File: src/design/mhfp_pkg.sv
package mhfp_pkg;

	// Longest frame the header walk will follow before it gives up.
	localparam int MAX_FRAME_BYTES = 127;
	localparam int HDR_LIMIT = (MAX_FRAME_BYTES < 127) ? MAX_FRAME_BYTES : 127;
	localparam logic [6:0] BYTE_CNT_MAX = 7'd127;

	// Field codes reported with each byte.
	localparam logic [3:0] FC_CTL      = 4'd0;
	localparam logic [3:0] FC_SEQ      = 4'd1;
	localparam logic [3:0] FC_DPAN     = 4'd2;
	localparam logic [3:0] FC_DADDR    = 4'd3;
	localparam logic [3:0] FC_SPAN     = 4'd4;
	localparam logic [3:0] FC_SADDR    = 4'd5;
	localparam logic [3:0] FC_SUPER    = 4'd6;
	localparam logic [3:0] FC_GTS      = 4'd7;
	localparam logic [3:0] FC_GTSDIR   = 4'd8;
	localparam logic [3:0] FC_GTSLIST  = 4'd9;
	localparam logic [3:0] FC_PEND     = 4'd10;
	localparam logic [3:0] FC_PENDLIST = 4'd11;
	localparam logic [3:0] FC_CMD      = 4'd12;
	localparam logic [3:0] FC_PAYLOAD  = 4'd13;

	// Address modes and frame types that steer the walk.
	localparam logic [1:0] AM_NONE     = 2'd0;
	localparam logic [1:0] AM_RESERVED = 2'd1;
	localparam logic [1:0] AM_SHORT    = 2'd2;
	localparam logic [1:0] AM_LONG     = 2'd3;
	localparam logic [2:0] FT_BEACON   = 3'd0;
	localparam logic [2:0] FT_COMMAND  = 3'd3;

	// Header walk state, one bit per field.
	typedef enum logic [13:0] {
		ST_CTL      = 14'b00000000000001,
		ST_SEQ      = 14'b00000000000010,
		ST_DPAN     = 14'b00000000000100,
		ST_DADDR    = 14'b00000000001000,
		ST_SPAN     = 14'b00000000010000,
		ST_SADDR    = 14'b00000000100000,
		ST_SUPER    = 14'b00000001000000,
		ST_GTS      = 14'b00000010000000,
		ST_GTSDIR   = 14'b00000100000000,
		ST_GTSLIST  = 14'b00001000000000,
		ST_PEND     = 14'b00010000000000,
		ST_PENDLIST = 14'b00100000000000,
		ST_CMD      = 14'b01000000000000,
		ST_PAYLOAD  = 14'b10000000000000
	} field_state_t;

	// One request on the input channel.
	typedef struct packed {
		logic [7:0] frame_byte;
		logic       frame_last;
	} mhfp_in_t;

	// One tagged byte on the output channel.
	typedef struct packed {
		logic [7:0] byte_out;
		logic [3:0] field_code;
		logic       field_first;
		logic [2:0] frame_kind;
		logic       end_mark;
		logic       status;
	} mhfp_out_t;

	// Maps the walk state onto its reported field code.
	function automatic logic [3:0] field_code_of(input field_state_t st);
		logic [3:0] code;
		case (st)
			ST_CTL:      code = FC_CTL;
			ST_SEQ:      code = FC_SEQ;
			ST_DPAN:     code = FC_DPAN;
			ST_DADDR:    code = FC_DADDR;
			ST_SPAN:     code = FC_SPAN;
			ST_SADDR:    code = FC_SADDR;
			ST_SUPER:    code = FC_SUPER;
			ST_GTS:      code = FC_GTS;
			ST_GTSDIR:   code = FC_GTSDIR;
			ST_GTSLIST:  code = FC_GTSLIST;
			ST_PEND:     code = FC_PEND;
			ST_PENDLIST: code = FC_PENDLIST;
			ST_CMD:      code = FC_CMD;
			default:     code = FC_PAYLOAD;
		endcase
		return code;
	endfunction

	// Address mode after the reserved code has been resolved.
	function automatic logic [1:0] eff_mode(input logic [1:0] m, input logic res_short);
		logic [1:0] r;
		if (m == AM_RESERVED) begin
			r = res_short ? AM_SHORT : AM_NONE;
		end else begin
			r = m;
		end
		return r;
	endfunction

	// Address length in bytes for a mode.
	function automatic logic [6:0] addr_len(input logic [1:0] m, input logic res_short);
		return (eff_mode(m, res_short) == AM_LONG) ? 7'd8 : 7'd2;
	endfunction

endpackage

File: src/design/mac_header_field_parser_core.sv
// An accepted request waits in the input register and moves to the output register, where its tagged byte is offered.
// Throughput: one byte per cycle, bounded only by the output handshake.
// The header walk state advances once per byte in a single combinational pass.
// Reset (arst_n low, asynchronous): both stages empty, walk at frame control,
// and the reserved-mode register set to treat mode 1 as a 16-bit address.
module mac_header_field_parser_core import mhfp_pkg::*; (
	input  logic      clk,
	input  logic      arst_n,
	input  logic      cfg_we,
	input  logic      cfg_wdata,
	input  logic      frame_valid,
	output logic      frame_ready,
	input  mhfp_in_t  frame_data,
	output logic      tag_valid,
	input  logic      tag_ready,
	output mhfp_out_t tag_data
);

	logic      valid_s1;
	mhfp_in_t  data_s1;
	logic      free;
	logic      step;
	mhfp_out_t result;

	// A request moves on when the result register can take its tag.
	assign step = valid_s1 && free;

	mhfp_in_stage u_in (
		.clk         (clk),
		.arst_n      (arst_n),
		.frame_valid (frame_valid),
		.frame_ready (frame_ready),
		.frame_data  (frame_data),
		.take        (step),
		.valid_s1    (valid_s1),
		.data_s1     (data_s1)
	);

	mhfp_field_tracker u_track (
		.clk       (clk),
		.arst_n    (arst_n),
		.cfg_we    (cfg_we),
		.cfg_wdata (cfg_wdata),
		.step      (step),
		.item      (data_s1),
		.result    (result)
	);

	mhfp_out_stage u_out (
		.clk       (clk),
		.arst_n    (arst_n),
		.load      (step),
		.result    (result),
		.free      (free),
		.tag_valid (tag_valid),
		.tag_ready (tag_ready),
		.tag_data  (tag_data)
	);

endmodule

File: src/design/mhfp_in_stage.sv
module mhfp_in_stage import mhfp_pkg::*; (
	input  logic     clk,
	input  logic     arst_n,
	input  logic     frame_valid,
	output logic     frame_ready,
	input  mhfp_in_t frame_data,
	input  logic     take,
	output logic     valid_s1,
	output mhfp_in_t data_s1
);

	// The register may refill in the same cycle that it hands its request on.
	assign frame_ready = !valid_s1 || take;

	always_ff @(posedge clk or negedge arst_n) begin
		if (!arst_n) begin
			valid_s1 <= 1'b0;
		end else if (frame_valid && frame_ready) begin
			valid_s1 <= 1'b1;
		end else if (take) begin
			valid_s1 <= 1'b0;
		end
	end

	// Payload register.
	always_ff @(posedge clk) begin
		if (frame_valid && frame_ready) begin
			data_s1 <= frame_data;
		end
	end

endmodule

File: src/design/mhfp_field_tracker.sv
module mhfp_field_tracker import mhfp_pkg::*; (
	input  logic      clk,
	input  logic      arst_n,
	input  logic      cfg_we,
	input  logic      cfg_wdata,
	input  logic      step,
	input  mhfp_in_t  item,
	output mhfp_out_t result
);

	logic         res_short_q;
	field_state_t field_q;
	logic [6:0]   left_q;
	logic         fs_q;
	logic [6:0]   byte_count_q;
	logic [2:0]   kind_q;
	logic [1:0]   dmode_q;
	logic [1:0]   smode_q;
	logic         pc_q;
	logic [2:0]   lpl_q;
	logic [2:0]   gts_q;
	logic         hc_q;

	field_state_t cur;
	logic         cut;
	logic [7:0]   b;
	field_state_t post_field;
	logic [6:0]   post_len;
	field_state_t src_field;
	logic [6:0]   src_len;
	field_state_t nxt_field;
	logic [6:0]   nxt_left;
	logic         nxt_fs;
	logic [2:0]   nxt_kind;
	logic [1:0]   nxt_dmode;
	logic [1:0]   nxt_smode;
	logic         nxt_pc;
	logic [2:0]   nxt_lpl;
	logic [2:0]   nxt_gts;
	logic         nxt_hc;

	assign b = item.frame_byte;

	// Configuration register.
	always_ff @(posedge clk or negedge arst_n) begin
		if (!arst_n) begin
			res_short_q <= 1'b1;
		end else if (cfg_we) begin
			res_short_q <= cfg_wdata;
		end
	end

	// Field that follows the addresses, by frame type.
	always_comb begin
		if (kind_q == FT_BEACON) begin
			post_field = ST_SUPER;
			post_len   = 7'd2;
		end else if (kind_q == FT_COMMAND) begin
			post_field = ST_CMD;
			post_len   = 7'd1;
		end else begin
			post_field = ST_PAYLOAD;
			post_len   = 7'd0;
		end
	end

	// Field that opens the source part, or the post-address field if none.
	always_comb begin
		if (eff_mode(smode_q, res_short_q) == AM_NONE) begin
			src_field = post_field;
			src_len   = post_len;
		end else if (!pc_q) begin
			src_field = ST_SPAN;
			src_len   = 7'd2;
		end else begin
			src_field = ST_SADDR;
			src_len   = addr_len(smode_q, res_short_q);
		end
	end

	// Tag the current byte and work out the walk state for the next one.
	always_comb begin
		cut       = ({1'b0, byte_count_q} >= 8'(HDR_LIMIT)) && (field_q != ST_PAYLOAD);
		cur       = cut ? ST_PAYLOAD : field_q;
		nxt_field = cur;
		nxt_left  = cut ? 7'd0 : left_q;
		nxt_fs    = 1'b0;
		nxt_kind  = kind_q;
		nxt_dmode = dmode_q;
		nxt_smode = smode_q;
		nxt_pc    = pc_q;
		nxt_lpl   = lpl_q;
		nxt_gts   = gts_q;
		nxt_hc    = hc_q || cut;

		if (cur != ST_PAYLOAD) begin
			// Frame control fields, low byte first.
			if (cur == ST_CTL) begin
				if (left_q == 7'd2) begin
					nxt_kind = b[2:0];
					nxt_pc   = b[6];
				end else begin
					nxt_dmode = b[3:2];
					nxt_smode = b[7:6];
				end
			end
			nxt_left = (left_q != 7'd0) ? left_q - 7'd1 : left_q;

			// Field complete: pick the next one.
			if (nxt_left == 7'd0) begin
				nxt_fs = 1'b1;
				case (cur)
					ST_CTL: begin
						nxt_field = ST_SEQ;
						nxt_left  = 7'd1;
					end
					ST_SEQ: begin
						if (eff_mode(dmode_q, res_short_q) != AM_NONE) begin
							nxt_field = ST_DPAN;
							nxt_left  = 7'd2;
						end else begin
							nxt_field = src_field;
							nxt_left  = src_len;
						end
					end
					ST_DPAN: begin
						nxt_field = ST_DADDR;
						nxt_left  = addr_len(dmode_q, res_short_q);
					end
					ST_DADDR: begin
						nxt_field = src_field;
						nxt_left  = src_len;
					end
					ST_SPAN: begin
						nxt_field = ST_SADDR;
						nxt_left  = addr_len(smode_q, res_short_q);
					end
					ST_SADDR: begin
						nxt_field = post_field;
						nxt_left  = post_len;
					end
					ST_SUPER: begin
						nxt_field = ST_GTS;
						nxt_left  = 7'd1;
					end
					ST_GTS: begin
						nxt_gts = b[2:0];
						if (b[2:0] != 3'd0) begin
							nxt_field = ST_GTSDIR;
						end else begin
							nxt_field = ST_PEND;
						end
						nxt_left = 7'd1;
					end
					ST_GTSDIR: begin
						nxt_field = ST_GTSLIST;
						nxt_left  = {3'b000, gts_q, 1'b0} + {4'b0000, gts_q};
					end
					ST_GTSLIST: begin
						nxt_field = ST_PEND;
						nxt_left  = 7'd1;
					end
					ST_PEND: begin
						if (b[2:0] != 3'd0) begin
							nxt_field = ST_PENDLIST;
							nxt_left  = {3'b000, b[2:0], 1'b0};
							nxt_lpl   = b[6:4];
						end else if (b[6:4] != 3'd0) begin
							nxt_field = ST_PENDLIST;
							nxt_left  = 7'd8;
							nxt_lpl   = b[6:4] - 3'd1;
						end else begin
							nxt_field = ST_PAYLOAD;
							nxt_left  = 7'd0;
						end
					end
					ST_PENDLIST: begin
						// Long addresses continue the same field.
						if (lpl_q != 3'd0) begin
							nxt_lpl  = lpl_q - 3'd1;
							nxt_left = 7'd8;
							nxt_fs   = 1'b0;
						end else begin
							nxt_field = ST_PAYLOAD;
							nxt_left  = 7'd0;
						end
					end
					default: begin
						nxt_field = ST_PAYLOAD;
						nxt_left  = 7'd0;
					end
				endcase
			end
		end

		result.byte_out    = b;
		result.field_code  = field_code_of(cur);
		result.field_first = cut ? 1'b0 : fs_q;
		result.frame_kind  = kind_q;
		result.end_mark    = item.frame_last;
		result.status      = item.frame_last && ((nxt_field != ST_PAYLOAD) || nxt_hc);
	end

	// Walk state; the final byte of a frame returns it to the start.
	always_ff @(posedge clk or negedge arst_n) begin
		if (!arst_n) begin
			field_q      <= ST_CTL;
			left_q       <= 7'd2;
			fs_q         <= 1'b1;
			byte_count_q <= 7'd0;
			kind_q       <= 3'd0;
			dmode_q      <= AM_NONE;
			smode_q      <= AM_NONE;
			pc_q         <= 1'b0;
			lpl_q        <= 3'd0;
			gts_q        <= 3'd0;
			hc_q         <= 1'b0;
		end else if (step) begin
			if (item.frame_last) begin
				field_q      <= ST_CTL;
				left_q       <= 7'd2;
				fs_q         <= 1'b1;
				byte_count_q <= 7'd0;
				kind_q       <= 3'd0;
				dmode_q      <= AM_NONE;
				smode_q      <= AM_NONE;
				pc_q         <= 1'b0;
				lpl_q        <= 3'd0;
				gts_q        <= 3'd0;
				hc_q         <= 1'b0;
			end else begin
				field_q      <= nxt_field;
				left_q       <= nxt_left;
				fs_q         <= nxt_fs;
				if (byte_count_q != BYTE_CNT_MAX) begin
					byte_count_q <= byte_count_q + 7'd1;
				end
				kind_q       <= nxt_kind;
				dmode_q      <= nxt_dmode;
				smode_q      <= nxt_smode;
				pc_q         <= nxt_pc;
				lpl_q        <= nxt_lpl;
				gts_q        <= nxt_gts;
				hc_q         <= nxt_hc;
			end
		end
	end

endmodule

File: src/design/mhfp_out_stage.sv
module mhfp_out_stage import mhfp_pkg::*; (
	input  logic      clk,
	input  logic      arst_n,
	input  logic      load,
	input  mhfp_out_t result,
	output logic      free,
	output logic      tag_valid,
	input  logic      tag_ready,
	output mhfp_out_t tag_data
);

	logic      valid_s2;
	mhfp_out_t data_s2;

	// The register takes a new result when empty or being drained.
	assign free      = !valid_s2 || tag_ready;
	assign tag_valid = valid_s2;
	assign tag_data  = data_s2;

	always_ff @(posedge clk or negedge arst_n) begin
		if (!arst_n) begin
			valid_s2 <= 1'b0;
		end else if (free) begin
			valid_s2 <= load;
		end
	end

	// Payload register.
	always_ff @(posedge clk) begin
		if (load) begin
			data_s2 <= result;
		end
	end

endmodule

File: config.mk
export PLATFORM = sky130hd
export DESIGN_NAME = mac_header_field_parser_core
export DESIGN_NICKNAME = d
export VERILOG_FILES = /design/src/design/mhfp_pkg.sv /design/src/design/mac_header_field_parser_core.sv /design/src/design/mhfp_in_stage.sv /design/src/design/mhfp_field_tracker.sv /design/src/design/mhfp_out_stage.sv
export SDC_FILE = /design/constraint.sdc
export NUM_CORES = 1
export LEC_CHECK = 0
export ABC_AREA = 1
export BUFFER_PORTS_ARGS = -buffer_cell sky130_fd_sc_hd__buf_4
export CORE_MARGIN = 10
export CORE_UTILIZATION = 40
export DETAILED_ROUTE_END_ITERATION = 8
export MAX_ROUTING_LAYER = met4
export PLACE_DENSITY = 0.67
export RECOVER_POWER = 25
export SKIP_LAST_GASP = 1
export SYNTH_ARGS = -nofsm -noshare
export SYNTH_HDL_FRONTEND = slang
export SYNTH_SLANG_ARGS = --single-unit
File: constraint.sdc
create_clock -name clk -period 5.4 [get_ports clk]
set_input_delay 0.54 -clock clk [delete_from_list [all_inputs] [get_ports clk]]
set_output_delay 0.54 -clock clk [all_outputs]
set_load 0.1 [all_outputs]
==> impl_results.md <==
- FF+latch count, synth: 74
- R2R cell count: 14
- Worst clock skew: 0.00558 ns
- Ys Warns: 0
- WHS Endpoint: u_in.data_s1[6]
- Crit. End Element: register
- Share of layout cells above drive strength 1: 15.6%
- Largest fanout on the critical path: 21
- Commonest non-fill, non-tap cells in the layout: nand2_1, nor2_1, inv_1, nand3_1, dfrtp_1
- Die Ht: 126 um
- Total Routing Usage GR: 16.0%
- Placer Congestion: 1.01
- Crit-path slowest cell: nor2_2
- LEAKAGE: 2.47 nW
- ANT nets after route: 0
- HPWL Detailed: 9500 um
- Final setup viols: 0
- Cell repeated most along the worst path: nand3_1
- DRC viols: 0
- Rel. slew slack: -75.0%
- Setup TNS: 0 ns
- Worst-case clock buffer depth: 2
- Vias in the first global route: 4010
- CTS tree: built
- DR pass1 iterations: 5
- First-pass GRT wire length: 20300 um
- Count of different cell masters after synthesis: 44
- PD cells: 509 nW/um^2
- Initial Utilization: 41.2%
- Seq/Total Area, Yosys: 44.2%
- CTS root buf: clkbuf_16
- Final Hold Fails: 0
- Crit path required time: 5.57 ns
- Final worst path period share: 64.1%
- Area Growth Syn to Fin: 14.4%
- Die W: 126 um
- Arrival @ worst endpoint: 3.64 ns
- DIE AREA: 15900 sq um
- Worst skew pair latency: 0.34 ns
- GR Overflow Total: 0
- Port bufs: 34
- Hold_buf cts: 0
- Hold path cells: 1
- Average size of a mapped cell: 7.76 sq um
- RSZ-0062 raised after global routing: no
- Min cycle time layout: 3.46 ns
- WP depth: 14
- H-tree levels: 3
- Cell Rows: 38
- Initial antenna violation count: 0
- Worst Max-Slew Pin Slew: 2.63 ns
- Net Count, Synth: 607
- Crit Path Category: reg2reg
- Hold crit path type: in2reg
- Fmax: 289 MHz
- RR Startpoint: u_track.left_q[0]
- Peak supply drop: 307 uV
- Reg2reg setup slack: 1.94 ns
- Post-CTS Resized: 0
- Largest net degree at the start of global routing: 48
- Leading cell type in the layout, fill and taps excluded: nand2_1
- Initial drt markers: 399
- Antenna cell count: 0
- Vias per cell: 5.35
- CP bufs+invs: 2
- Routed WL: 12400 um
- Delay-heaviest family, CP: simple AND/OR/NAND/NOR gates
- Element type at the critical path start: register
- # nets final: 644
- Status: finished with violations
- Routed vias: 4081
- Routed length per placed instance: 16.2 um
- Clock-pin slew on the worst setup and hold paths: 0.06 ns
- Final Max Slew Viols: 48
- Min-delay src: frame_data[6]
- Clock sink count: 74
- Synthesized instance count: 581
- Total power: 0.00262 W
- CP peak stage delay: 0.77 ns
- # IOs: 35
- Worst r2r dst: u_out.tag_data[0]
- Postcts setup bufs: 0
- Critical path, cell by cell: inv_1 -> ha_1 -> nand4_1 -> nand3_1 -> nand3_1 -> nor2_2 -> inv_2 -> nor2_1 -> nand2_1 -> nand3_1 -> nor2_1 -> nand3_1 -> nor2_1 -> a21oi_1
- Cts bufs inserted: 9
- Total of max-cap violations: 1
- Placeable Area: 10900 sq um
- Syn Std Cell Area: 4510 sq um
- Failing checks: max-capacitance violations, max-slew violations
-- synth_stat cells (all sizes together) --
master | instances | share of area [%]
fa | 1 | 0.44
ha | 10 | 2.8
nor3b | 2 | 0.33
clkbuf | 3 | 0.25
a211oi | 2 | 0.33
nand3 | 59 | 6.8
or2 | 1 | 0.14
nand2 | 149 | 13
o41ai | 1 | 0.19
xor2 | 3 | 0.58
o21ai | 43 | 4.9
clkinv | 2 | 0.17
o211ai | 1 | 0.17
or3 | 1 | 0.14
mux2 | 1 | 0.25
a32o | 1 | 0.22
buf | 7 | 1.2
edfxtp | 27 | 18
dfrtp | 43 | 24
a31oi | 1 | 0.28
dfstp | 4 | 2.3
inv | 71 | 5.9
nand4 | 12 | 1.7
nor4 | 1 | 0.14
o31ai | 6 | 1.6
nor2 | 84 | 8.3
nor3 | 19 | 2.6
a21oi | 21 | 2.3
o22ai | 4 | 0.56
o21a | 1 | 0.17
-- registers in the layout, summed over array words and instances, names as in the netlist --
signal                flops
u_out.tag_data           18
u_track.kind_q            3
u_track.fs_q              1
u_track.dmode_q           2
u_in.data_s1              9
u_track.pc_q              1
u_track.gts_q             3
u_track.hc_q              1
u_track.smode_q           2
u_track.field_q          14
u_in.valid_s1             1
u_track.byte_count_q      7
u_track.lpl_q             3
u_track.res_short_q       1
u_track.left_q            7
u_out.tag_valid           1
-- where the power goes --
part | switching (W) | total [W] | internal, W
clock network | 0.000231 | 0.000553 | 0.000322
logic | 0.000913 | 0.00123 | 0.000321
registers | 0.000100 | 0.000837 | 0.000737
total | 0.00124 | 0.00262 | 0.00138
-- area by class of cell --
type,instances,area [sq um]
clock buffer,11,243
clock inverter,5,30.0
fill,1069,5780
inverter,73,274
multi-input combinational,424,2170
sequential,74,1990
tap,140,175
timing repair buffer,36,267
-- how the worst max path moves through the flow --
stage                                  from                end  slack [ns]
after CTS                 u_track.left_q[0]  u_out.tag_data[0]        2.03
after floorplan             u_out.tag_valid    u_in.data_s1[0]        2.74
after global placement    u_track.left_q[0]  u_out.tag_data[0]        2.22
final                     u_track.left_q[0]  u_out.tag_data[0]        1.94
after global routing      u_track.left_q[0]  u_out.tag_data[0]        1.63
after detailed placement  u_track.left_q[0]  u_out.tag_data[0]        2.06
-- kinds of logic after synthesis --
family | count (synthesis) | synth area share [%]
DFF | 74 | 44.2
adders and majority gates | 11 | 3.22
buffers and inverters | 83 | 7.58
and+or+nand+nor | 328 | 33.3
xor gates and xnor gates | 3 | 0.583
muxes | 1 | 0.250
AOI/OAI and AO/OA | 81 | 10.8
-- per-stage QoR --
stage	util [%]	instance area [sq um]	cells	hold WS, ns	setup slack [ns]
after CTS	47.2	5160	763	0.244	2.03
after detailed placement	44.7	4880	747	0.452	2.06
final	47.1	5150	763	0.396	1.94
after global routing	47.1	5150	763	0.388	1.63
after global placement	44.7	4880	747	0.442	2.22
after floorplan	-	4510	581	0.244	2.74
-- layer usage --
metal | wire length (um) | vias up | share of wire (%) | GRT usage [%]
li1 | - | 2002 | - | -
met1 | 5770 | 1954 | 47 | 20.8
met2 | 5800 | 113 | 47 | 24.9
met3 | 684 | 12 | 5.5 | 3.40
met4 | 140 | 0 | 1.1 | 3.75
met5 | 0 | - | 0 | -
-- worst register-to-register path, stage by stage, from the launching register on --
cell     delay (ns)
dfrtp_1        0.39
inv_1          0.22
ha_1           0.21
nand4_1        0.25
nand3_1        0.21
nand3_1        0.12
nor2_2         0.77
inv_2          0.32
nor2_1         0.33
nand2_1        0.09
nand3_1        0.09
nor2_1         0.06
nand3_1        0.06
nor2_1         0.05
a21oi_1        0.12
(Power assumes the default switching activity.)
